**config.mk**
```make
export PLATFORM = sky130hd
export DESIGN_NAME = pnm_stream_decoder
export DESIGN_NICKNAME = d
export VERILOG_FILES = /design/src/hdl/psd_pkg.sv /design/src/hdl/pnm_stream_decoder.sv
export SDC_FILE = /design/constraint.sdc
export NUM_CORES = 1
export LEC_CHECK = 0
export BUFFER_PORTS_ARGS = -buffer_cell sky130_fd_sc_hd__buf_2
export CAP_MARGIN = 10
export CELL_PAD_IN_SITES_DETAIL_PLACEMENT = 0
export CELL_PAD_IN_SITES_GLOBAL_PLACEMENT = 2
export CORE_MARGIN = 2
export CORE_UTILIZATION = 43
export DETAILED_ROUTE_END_ITERATION = 8
export PLACE_DENSITY = 0.9
export SYNTH_ARGS = -nofsm -noshare
export SYNTH_HDL_FRONTEND = slang
export SYNTH_SLANG_ARGS = --single-unit
export TNS_END_PERCENT = 50
```
**constraint.sdc**
```tcl
create_clock -name clk -period 35.9 [get_ports clk]
set_input_delay 1.795 -clock clk [delete_from_list [all_inputs] [get_ports clk]]
set_output_delay 1.795 -clock clk [all_outputs]
set_load 0.03 [all_outputs]
```
**src/hdl/psd_pkg.sv**
```systemverilog
// Package for the raw PNM stream decoder: parse phases, image kinds,
// error codes and the byte constants of the header syntax. No dependencies.
`default_nettype none
package psd_pkg;

  typedef enum logic [4:0] {
    PH_MAGIC = 5'b00001,
    PH_TYPE  = 5'b00010,
    PH_HEAD  = 5'b00100,
    PH_DATA  = 5'b01000,
    PH_DONE  = 5'b10000
  } phase_t;

  localparam logic [1:0] KIND_BITMAP = 2'd0;
  localparam logic [1:0] KIND_GRAY   = 2'd1;
  localparam logic [1:0] KIND_PIXMAP = 2'd2;

  localparam logic [1:0] ERR_NONE   = 2'd0;
  localparam logic [1:0] ERR_MAGIC  = 2'd1;
  localparam logic [1:0] ERR_TYPE   = 2'd2;
  localparam logic [1:0] ERR_MAXVAL = 2'd3;

  localparam logic [7:0] CH_P    = 8'h50;
  localparam logic [7:0] CH_4    = 8'h34;
  localparam logic [7:0] CH_6    = 8'h36;
  localparam logic [7:0] CH_HASH = 8'h23;
  localparam logic [7:0] CH_LF   = 8'h0A;
  localparam logic [7:0] CH_0    = 8'h30;
  localparam logic [7:0] CH_9    = 8'h39;

  localparam int         ACC_BITS   = 17;
  localparam logic [16:0] ACC_CAP   = 17'd65536;
  localparam logic [8:0] MAXVAL_CAP = 9'd256;

endpackage
`default_nettype wire

```
**src/hdl/pnm_stream_decoder.sv**
```systemverilog
// Raw PNM (P4/P5/P6) stream decoder top level.
// Depends on psd_pkg.
//
// Usage:
//   Input channel in_valid/in_ready carries one file byte per request, with
//   start_of_file marking the first byte of a file (restarts the parser).
//   Output channel out_valid/out_ready carries one result per request: first
//   a header result (or an error result), then one result per sample.
// Path: a byte is registered in the input register on acceptance, and each
//   result it yields is registered in the output register that drives
//   out_valid.
// Throughput: a new header, graymap or pixmap byte is accepted every cycle
//   unless a result it must emit is held up by out_ready. A bitmap byte stays in the input
//   register until it has yielded all its pixels (up to eight); a '#' that
//   ends the last header number and starts the data stays for the header
//   result and then for its own samples. The result register is the limit:
//   one result per cycle while out_ready is high.
// Reset: rst (synchronous) empties both registers and returns the parser
//   to waiting for the 'P' of the magic.
// Stall: while out_ready is low a full result register holds; a byte that
//   needs to emit a result waits, while a byte that emits none still moves.
`default_nettype none
module pnm_stream_decoder
  import psd_pkg::*;
#(
  parameter int DIM_BITS = 16
) (
  input  wire logic        clk,
  input  wire logic        rst,
  input  wire logic        in_valid,
  output logic             in_ready,
  input  wire logic [7:0]  in_byte,
  input  wire logic        start_of_file,
  output logic             out_valid,
  input  wire logic        out_ready,
  output logic             is_header,
  output logic [1:0]       image_kind,
  output logic [15:0]      width,
  output logic [15:0]      height,
  output logic [7:0]       max_value,
  output logic [7:0]       sample,
  output logic [1:0]       channel,
  output logic [1:0]       error_code,
  output logic             last
);

  localparam int SL_BITS = 2 * DIM_BITS + 2;
  localparam logic [DIM_BITS-1:0] DIM_MAX = '1;

  // input register
  logic              a_valid;
  logic [7:0]        a_byte;
  logic              a_sof;
  logic [2:0]        bit_pos;

  // parser state
  phase_t                phase;
  logic [1:0]            kind_reg;
  logic [1:0]            field_number;
  logic [ACC_BITS-1:0]   number_accum;
  logic                  in_digits;
  logic                  in_comment;
  logic [DIM_BITS-1:0]   width_reg;
  logic [DIM_BITS-1:0]   height_reg;
  logic [8:0]            maxval_reg;
  logic [DIM_BITS-1:0]   column_count;
  logic [SL_BITS-1:0]    samples_left;
  logic [1:0]            channel_count;

  // state seen by this step (reset applied for start of file)
  phase_t                e_phase;
  logic [1:0]            e_kind;
  logic [1:0]            e_field;
  logic [ACC_BITS-1:0]   e_acc;
  logic                  e_digits;
  logic                  e_comment;
  logic [DIM_BITS-1:0]   e_width;
  logic [DIM_BITS-1:0]   e_height;
  logic [8:0]            e_maxval;
  logic [DIM_BITS-1:0]   e_column;
  logic [SL_BITS-1:0]    e_samples;
  logic [1:0]            e_channel;

  phase_t                phase_next;
  logic [1:0]            kind_next;
  logic [1:0]            field_next;
  logic [ACC_BITS-1:0]   acc_next;
  logic                  digits_next;
  logic                  comment_next;
  logic [DIM_BITS-1:0]   width_next;
  logic [DIM_BITS-1:0]   height_next;
  logic [8:0]            maxval_next;
  logic [DIM_BITS-1:0]   column_next;
  logic [SL_BITS-1:0]    samples_next;
  logic [1:0]            channel_next;
  logic [2:0]            bit_pos_next;

  // result of this step
  logic                  emit;
  logic                  finish;
  logic                  res_hdr;
  logic [1:0]            res_kind;
  logic [DIM_BITS-1:0]   res_w;
  logic [DIM_BITS-1:0]   res_h;
  logic [7:0]            res_mv;
  logic [7:0]            res_smp;
  logic [1:0]            res_ch;
  logic [1:0]            res_err;
  logic                  res_last;

  // datapath helpers
  logic                  digit;
  logic [7:0]            digit_val;
  logic [20:0]           acc_mul;
  logic [DIM_BITS-1:0]   acc_dim;
  logic [8:0]            acc_mv;
  logic [DIM_BITS-1:0]   hdr_h;
  logic [8:0]            mv_final;
  logic [2*DIM_BITS-1:0] area;
  logic [SL_BITS-1:0]    total;
  logic [SL_BITS-1:0]    sl_dec;
  logic [DIM_BITS-1:0]   col_inc;
  logic                  out_free;
  logic                  step_go;
  logic                  done;

  assign digit     = (a_byte >= CH_0) && (a_byte <= CH_9);
  assign digit_val = a_byte - CH_0;
  assign acc_mul   = {1'b0, e_acc, 3'b000} + {3'b000, e_acc, 1'b0} + {13'd0, digit_val};
  assign acc_dim   = (e_acc > ACC_BITS'(DIM_MAX)) ? DIM_MAX : e_acc[DIM_BITS-1:0];
  assign acc_mv    = (e_acc >= ACC_BITS'(MAXVAL_CAP)) ? MAXVAL_CAP : e_acc[8:0];
  assign hdr_h     = (e_field == 2'd1) ? acc_dim : e_height;
  assign mv_final  = (e_kind == KIND_BITMAP) ? 9'd1 : acc_mv;
  assign area      = e_width * hdr_h;
  assign total     = {2'b00, area}
                   + ((e_kind == KIND_PIXMAP) ? {1'b0, area, 1'b0} : '0);
  assign sl_dec    = e_samples - SL_BITS'(1);
  assign col_inc   = e_column + DIM_BITS'(1);

  always_comb begin
    e_phase   = a_sof ? PH_MAGIC : phase;
    e_kind    = a_sof ? 2'd0 : kind_reg;
    e_field   = a_sof ? 2'd0 : field_number;
    e_acc     = a_sof ? '0 : number_accum;
    e_digits  = a_sof ? 1'b0 : in_digits;
    e_comment = a_sof ? 1'b0 : in_comment;
    e_width   = a_sof ? '0 : width_reg;
    e_height  = a_sof ? '0 : height_reg;
    e_maxval  = a_sof ? '0 : maxval_reg;
    e_column  = a_sof ? '0 : column_count;
    e_samples = a_sof ? '0 : samples_left;
    e_channel = a_sof ? 2'd0 : channel_count;

    phase_next   = e_phase;
    kind_next    = e_kind;
    field_next   = e_field;
    acc_next     = e_acc;
    digits_next  = e_digits;
    comment_next = e_comment;
    width_next   = e_width;
    height_next  = e_height;
    maxval_next  = e_maxval;
    column_next  = e_column;
    samples_next = e_samples;
    channel_next = e_channel;
    bit_pos_next = bit_pos - 3'd1;

    emit     = 1'b0;
    finish   = 1'b1;
    res_hdr  = 1'b1;
    res_kind = KIND_BITMAP;
    res_w    = '0;
    res_h    = '0;
    res_mv   = '0;
    res_smp  = '0;
    res_ch   = 2'd0;
    res_err  = ERR_NONE;
    res_last = 1'b1;

    unique case (e_phase)
      PH_MAGIC: begin
        if (a_byte == CH_P) begin
          phase_next = PH_TYPE;
        end else begin
          emit       = 1'b1;
          res_err    = ERR_MAGIC;
          phase_next = PH_DONE;
        end
      end
      PH_TYPE: begin
        if (a_byte >= CH_4 && a_byte <= CH_6) begin
          kind_next  = 2'(a_byte - CH_4);
          phase_next = PH_HEAD;
        end else begin
          emit       = 1'b1;
          res_err    = ERR_TYPE;
          phase_next = PH_DONE;
        end
      end
      PH_HEAD: begin
        if (e_comment) begin
          if (a_byte == CH_LF) comment_next = 1'b0;
        end else if (e_digits) begin
          if (digit) begin
            acc_next = (acc_mul > 21'(ACC_CAP)) ? ACC_CAP : acc_mul[ACC_BITS-1:0];
          end else begin
            // number ends here
            digits_next = 1'b0;
            case (e_field)
              2'd0:    width_next  = acc_dim;
              2'd1:    height_next = acc_dim;
              default: maxval_next = acc_mv;
            endcase
            if (e_field < ((e_kind == KIND_BITMAP) ? 2'd1 : 2'd2)) begin
              field_next = e_field + 2'd1;
              if (a_byte == CH_HASH) comment_next = 1'b1;
            end else begin
              maxval_next = mv_final;
              emit        = 1'b1;
              res_kind    = e_kind;
              res_w       = e_width;
              res_h       = hdr_h;
              if (mv_final >= MAXVAL_CAP) begin
                res_err    = ERR_MAXVAL;
                phase_next = PH_DONE;
              end else begin
                res_mv       = mv_final[7:0];
                res_last     = (total == '0);
                samples_next = total;
                column_next  = '0;
                channel_next = 2'd0;
                if (total == '0) begin
                  phase_next = PH_DONE;
                end else begin
                  phase_next   = PH_DATA;
                  // a '#' here is already the first data byte, from its MSB
                  finish       = (a_byte != CH_HASH);
                  bit_pos_next = bit_pos;
                end
              end
            end
          end
        end else if (digit) begin
          digits_next = 1'b1;
          acc_next    = ACC_BITS'(digit_val);
        end else if (a_byte == CH_HASH) begin
          comment_next = 1'b1;
        end
      end
      PH_DATA: begin
        res_hdr  = 1'b0;
        res_kind = e_kind;
        res_w    = e_width;
        res_h    = e_height;
        res_mv   = e_maxval[7:0];
        res_last = (sl_dec == '0);
        if (e_kind == KIND_BITMAP) begin
          if (e_samples != '0 && e_column < e_width) begin
            emit         = 1'b1;
            res_smp      = {7'd0, a_byte[bit_pos]};
            samples_next = sl_dec;
            finish       = (bit_pos == 3'd0) || (sl_dec == '0) || (col_inc >= e_width);
            column_next  = (finish && col_inc >= e_width) ? '0 : col_inc;
            if (sl_dec == '0) phase_next = PH_DONE;
          end else begin
            if (e_column >= e_width) column_next = '0;
            if (e_samples == '0) phase_next = PH_DONE;
          end
        end else begin
          emit         = 1'b1;
          res_smp      = a_byte;
          samples_next = sl_dec;
          if (e_kind == KIND_PIXMAP) begin
            res_ch       = e_channel;
            channel_next = (e_channel >= 2'd2) ? 2'd0 : e_channel + 2'd1;
          end
          if (sl_dec == '0) phase_next = PH_DONE;
        end
      end
      PH_DONE: begin
      end
      default: begin
      end
    endcase
  end

  assign out_free = !out_valid || out_ready;
  assign step_go  = a_valid && (!emit || out_free);
  assign done     = step_go && finish;
  assign in_ready = !a_valid || done;

  always_ff @(posedge clk) begin
    if (rst) begin
      a_valid       <= 1'b0;
      a_sof         <= 1'b0;
      bit_pos       <= 3'd7;
      out_valid     <= 1'b0;
      phase         <= PH_MAGIC;
      kind_reg      <= 2'd0;
      field_number  <= 2'd0;
      number_accum  <= '0;
      in_digits     <= 1'b0;
      in_comment    <= 1'b0;
      width_reg     <= '0;
      height_reg    <= '0;
      maxval_reg    <= '0;
      column_count  <= '0;
      samples_left  <= '0;
      channel_count <= 2'd0;
    end else begin
      if (step_go) begin
        phase         <= phase_next;
        kind_reg      <= kind_next;
        field_number  <= field_next;
        number_accum  <= acc_next;
        in_digits     <= digits_next;
        in_comment    <= comment_next;
        width_reg     <= width_next;
        height_reg    <= height_next;
        maxval_reg    <= maxval_next;
        column_count  <= column_next;
        samples_left  <= samples_next;
        channel_count <= channel_next;
        if (!finish) begin
          a_sof   <= 1'b0;
          bit_pos <= bit_pos_next;
        end
      end
      if (in_valid && in_ready) begin
        a_valid <= 1'b1;
        a_sof   <= start_of_file;
        bit_pos <= 3'd7;
      end else if (done) begin
        a_valid <= 1'b0;
      end
      if (step_go && emit) begin
        out_valid <= 1'b1;
      end else if (out_ready) begin
        out_valid <= 1'b0;
      end
    end
  end

  always_ff @(posedge clk) begin
    if (in_valid && in_ready) begin
      a_byte <= in_byte;
    end
    if (step_go && emit) begin
      is_header  <= res_hdr;
      image_kind <= res_kind;
      width      <= 16'(res_w);
      height     <= 16'(res_h);
      max_value  <= res_mv;
      sample     <= res_smp;
      channel    <= res_ch;
      error_code <= res_err;
      last       <= res_last;
    end
  end

endmodule
`default_nettype wire
```
==> run summary <==
The run finished with clean final reports. The worst hold path belongs to the class reg2reg. The clock group share of total power is 42.4%. The number of antenna violations at the first check in global routing is 0, and the number of buffers between clock root and the deepest sink is 2. Net switching is 33.5% of the power. The minimum hold slack was 0.465 ns; the fmax was 0.0706 GHz. The tools report the worst ir drop on vdd as 0.0000327 V. The dominant combinational cell family by area after synthesis was adder cells. The register with the most flip-flops in the layout has 34 of them. The kind of start point of the critical path is a register. Summing every instance area after synthesis gives 23100 µm². The first global-routing pass estimated 125 mm of wire. The share of async-settable or async-resettable flops after synthesis came out at 0%. Across all layers, the routed design uses 21500 vias.

The tools report the leakage component of the power as 10.4 nW. Before antenna repair, the detailed router went through 5 iterations. Entering global routing, the biggest net connects 71 pins.

The adder-cell share of the synthesized area is 28.7%, and the worst clock skew on the final layout is 0.0281 ns. The overflow left after global routing came out at 0. Most common flop cell mapped by yosys: dfxtp_1.

For the via count of the first global-routing pass, the log shows 21300. The tools report the data arrival time of the worst path as 12.36 ns. In the synthesized netlist, mux cells make up 0.466% of the area. The starting density of the core was 43.7%; the detailed-route vias per instance was 6.06. Setup violations remaining at the end of the flow were counted as 0.

The tightest slew margin relative to the limit was 21.3%. The area added between synthesis and finish is 7.21%. Cells fill 46.8% of the core in the end. In this run, synthesis produced a sequential element count of 190. The number of buffers created by CTS was 17. TritonCTS built the clock tree. The synthesized netlist devotes 21.5% of its cell area to simple gates.

The number of hold violations in the final report is 0. Setup repair after global routing left no endpoint under its margin. Power share of the combinational group: 12.8%. The initialized floorplan defines 84 standard-cell rows.

For the final setup slack of the worst path, the log shows 21.74 ns. The distinct cell type count of the synthesized netlist was 100. Counting instances, the worst hold path has a depth of 2. The critical path start-end classification was reg2out. Actual slew at the worst max-slew pin: 1.18 ns. After clock tree synthesis, the clock-pin slew on the worst setup and hold paths is 0.09 ns.

Cells with a size suffix above 1 make up 7.59% of the layout. The number of cells on the worst reg-to-reg path is 40. In this run the number of H-tree levels came out at 4. The logs give 1754 for the initial detailed-routing violation count and 3267 for the post-layout net count. Clock latency reported for the late side of the worst-skew pair: 0.53 ns. The final wirelength is 80.0 mm, and the area of the placeable core is 52900 µm². Synthesis produced a netlist whose cell count is 2863. Sequential cells were found to cover 19.3% of the synthesized design area.

For this design the ratio of total power to cell area is 20.7 nW/µm². The count of input and output buffers works out to 70. The cts-stage hold buffer count was 0; the switching power total was 172 µW. The global-route total usage across every layer was 29.0%; the fraction of the mapped netlist area in compound gates was 19.5%.

The tools report the kind of capture point of the worst setup path as an output port. Of all nets on the critical path, the largest fanout is 36. After layout, the minimum clock period comes to 14.16 ns. The worst-case setup slack after placement was 22.29 ns; the share of total power in sequential cells was 44.8%. The detail route stage leaves a number of antenna-violating nets equal to 0. The number of gates resized after CTS was 0.

Buffers added to address setup during post-CTS repair amount to 0. Average wire length per cell after detail routing: 22.6 µm. The root buffer cell chosen for the clock tree is clkbuf_16. At the end of routability-driven placement, the weighted congestion stood at 0.979. Of the available clock period, the critical path in the final layout requires 39.4%. The logs give 34.10 ns for the worst path required time and 61.8 mm for the half-perimeter wire length after detailed placement. The longest individual stage delay on the worst path was 0.97 ns. The run gives 190 as the number of sinks on the clock net. Setup total negative slack on the finished layout was measured at 0 ns.

The width of the die came out at 236 µm. The tools report the reported max-cap violation count as 0. From bottom edge to top edge, the die measures 236 µm. The DRC violation count after routing came out at 0. The number of nets produced by synthesis is 3284, and the synthesized-area fraction occupied by xor and xnor cells is 3.15%.

The count of final max-slew check failures was 0. During synthesis, Yosys emitted a total of 0 warnings. Each instance of the synthesized netlist takes up on average 8.06 µm². The number of flops mapped to enable cells by yosys works out to 64.

The most numerous cell type found on the critical path is fa_1. The slowest stage of the critical path belongs to the cell a211oi_2. The internal power is 341 µW. The tools report the area of the die as 55500 µm². 0 antenna diodes ended up in the layout. In this run the count of I/O pins placed on the die edge is 71.
final timing paths:
| check | slack [ns] | end | start |
|---|---|---|---|
| worst max-delay path | 21.74 | in_ready | a_sof$_SDFFE_PP0P_ |
| worst min register to register | 0.47 | width_reg[15]$_SDFFE_PP0P_ | width_reg[15]$_SDFFE_PP0P_ |
| worst min-delay path | 0.47 | width_reg[15]$_SDFFE_PP0P_ | width_reg[15]$_SDFFE_PP0P_ |
| worst max register to register | 23.49 | a_sof$_SDFFE_PP0P_ | a_sof$_SDFFE_PP0P_ |
critical path, delay by kind of cell, from the launching register on:
kind | cells | cell delay, ns
adder cells (fa/ha/maj) | 9 | 4.01
AO/OA/AOI/OAI | 12 | 3.26
AND/OR/NAND/NOR | 12 | 2.85
XOR/XNOR | 1 | 0.16
buffers and inverters | 5 | 1.10
flip-flops | 1 | 0.43
routing by layer:
metal,GRT usage [%],vias up,routed length (µm)
li1,-,9885,-
met1,40.8,10600,36200
met2,45.2,850,36000
met3,4.94,131,5510
met4,9.59,0,2250
met5,0,-,0
area by class of cell:
cell class	count	area [µm²]
well taps	688	861
fillers	5291	28100
repair buffers	122	747
multi-input cells	2231	17000
inverters	284	1070
clock inverters	15	231
flip-flops and latches	190	4450
clock buffers	17	425
power by group through the flow:
stage | Combinational (mW) | Sequential, mW | Clock, mW
final | 0.0659 | 0.230 | 0.217
after global routing | 0.0701 | 0.230 | 0.229
after CTS | 0.0646 | 0.230 | 0.220
after detailed placement | 0.0644 | 0.235 | 0
after global placement | 0.0643 | 0.234 | 0
after floorplan | 0.0370 | 0.239 | 0
synthesized netlist by cell type (14+ instances only):
cell,n,area (µm²)
nand2b_1,21,131
a21o_1,47,353
dfxtp_1,126,2520
a21oi_1,171,856
o21ai_1,14,70.1
xor2_1,34,298
o21ai_0,129,646
xnor2_1,49,429
nor2b_1,56,350
nor3_1,58,290
nor2_1,365,1370
ha_1,207,2590
or3_1,25,156
clkbuf_1,126,473
a31oi_1,21,131
edfxtp_1,64,1920
and2_1,38,238
o211ai_1,15,113
a22o_1,38,333
and3_1,20,125
a22oi_1,57,428
nor3b_1,16,120
nand3_1,38,190
inv_1,280,1050
nor4_1,24,150
nand4_1,29,181
a211oi_1,26,195
buf_2,18,90.1
nand2_1,313,1170
fa_1,201,4020
cells in the final DEF (no fill, tap or decap), types with 47 or more instances in the layout:
cell and count:
ha_1 207, nor2b_1 52, a21o_1 47, fa_1 201, o21ai_0 129, nand2_1 313, xnor2_1 49, inv_1 280
a21oi_1 171, edfxtp_1 64, buf_2 69, nor2_1 363, a22oi_1 57, nor3_1 57, dfxtp_1 125, buf_4 52
per-stage QoR:
step	power [mW]	area (µm²)	cells
after floorplan	0.276	23100	2863
after detailed placement	0.299	24100	3514
final	0.513	24700	3547
after global routing	0.529	24700	3547
after global placement	0.299	24100	3514
after CTS	0.515	24700	3546
logic make-up (layout without fill, tap and decap cells):
| logic type | count (synthesis) | count (layout) |
|---|---|---|
| compound gates | 673 | 673 |
| xor+xnor | 83 | 83 |
| fa+ha+maj | 408 | 408 |
| buf+inv | 442 | 438 |
| flops | 190 | 190 |
| mux | 8 | 8 |
| simple gates | 1059 | 1059 |
(Power assumes the default switching activity.)
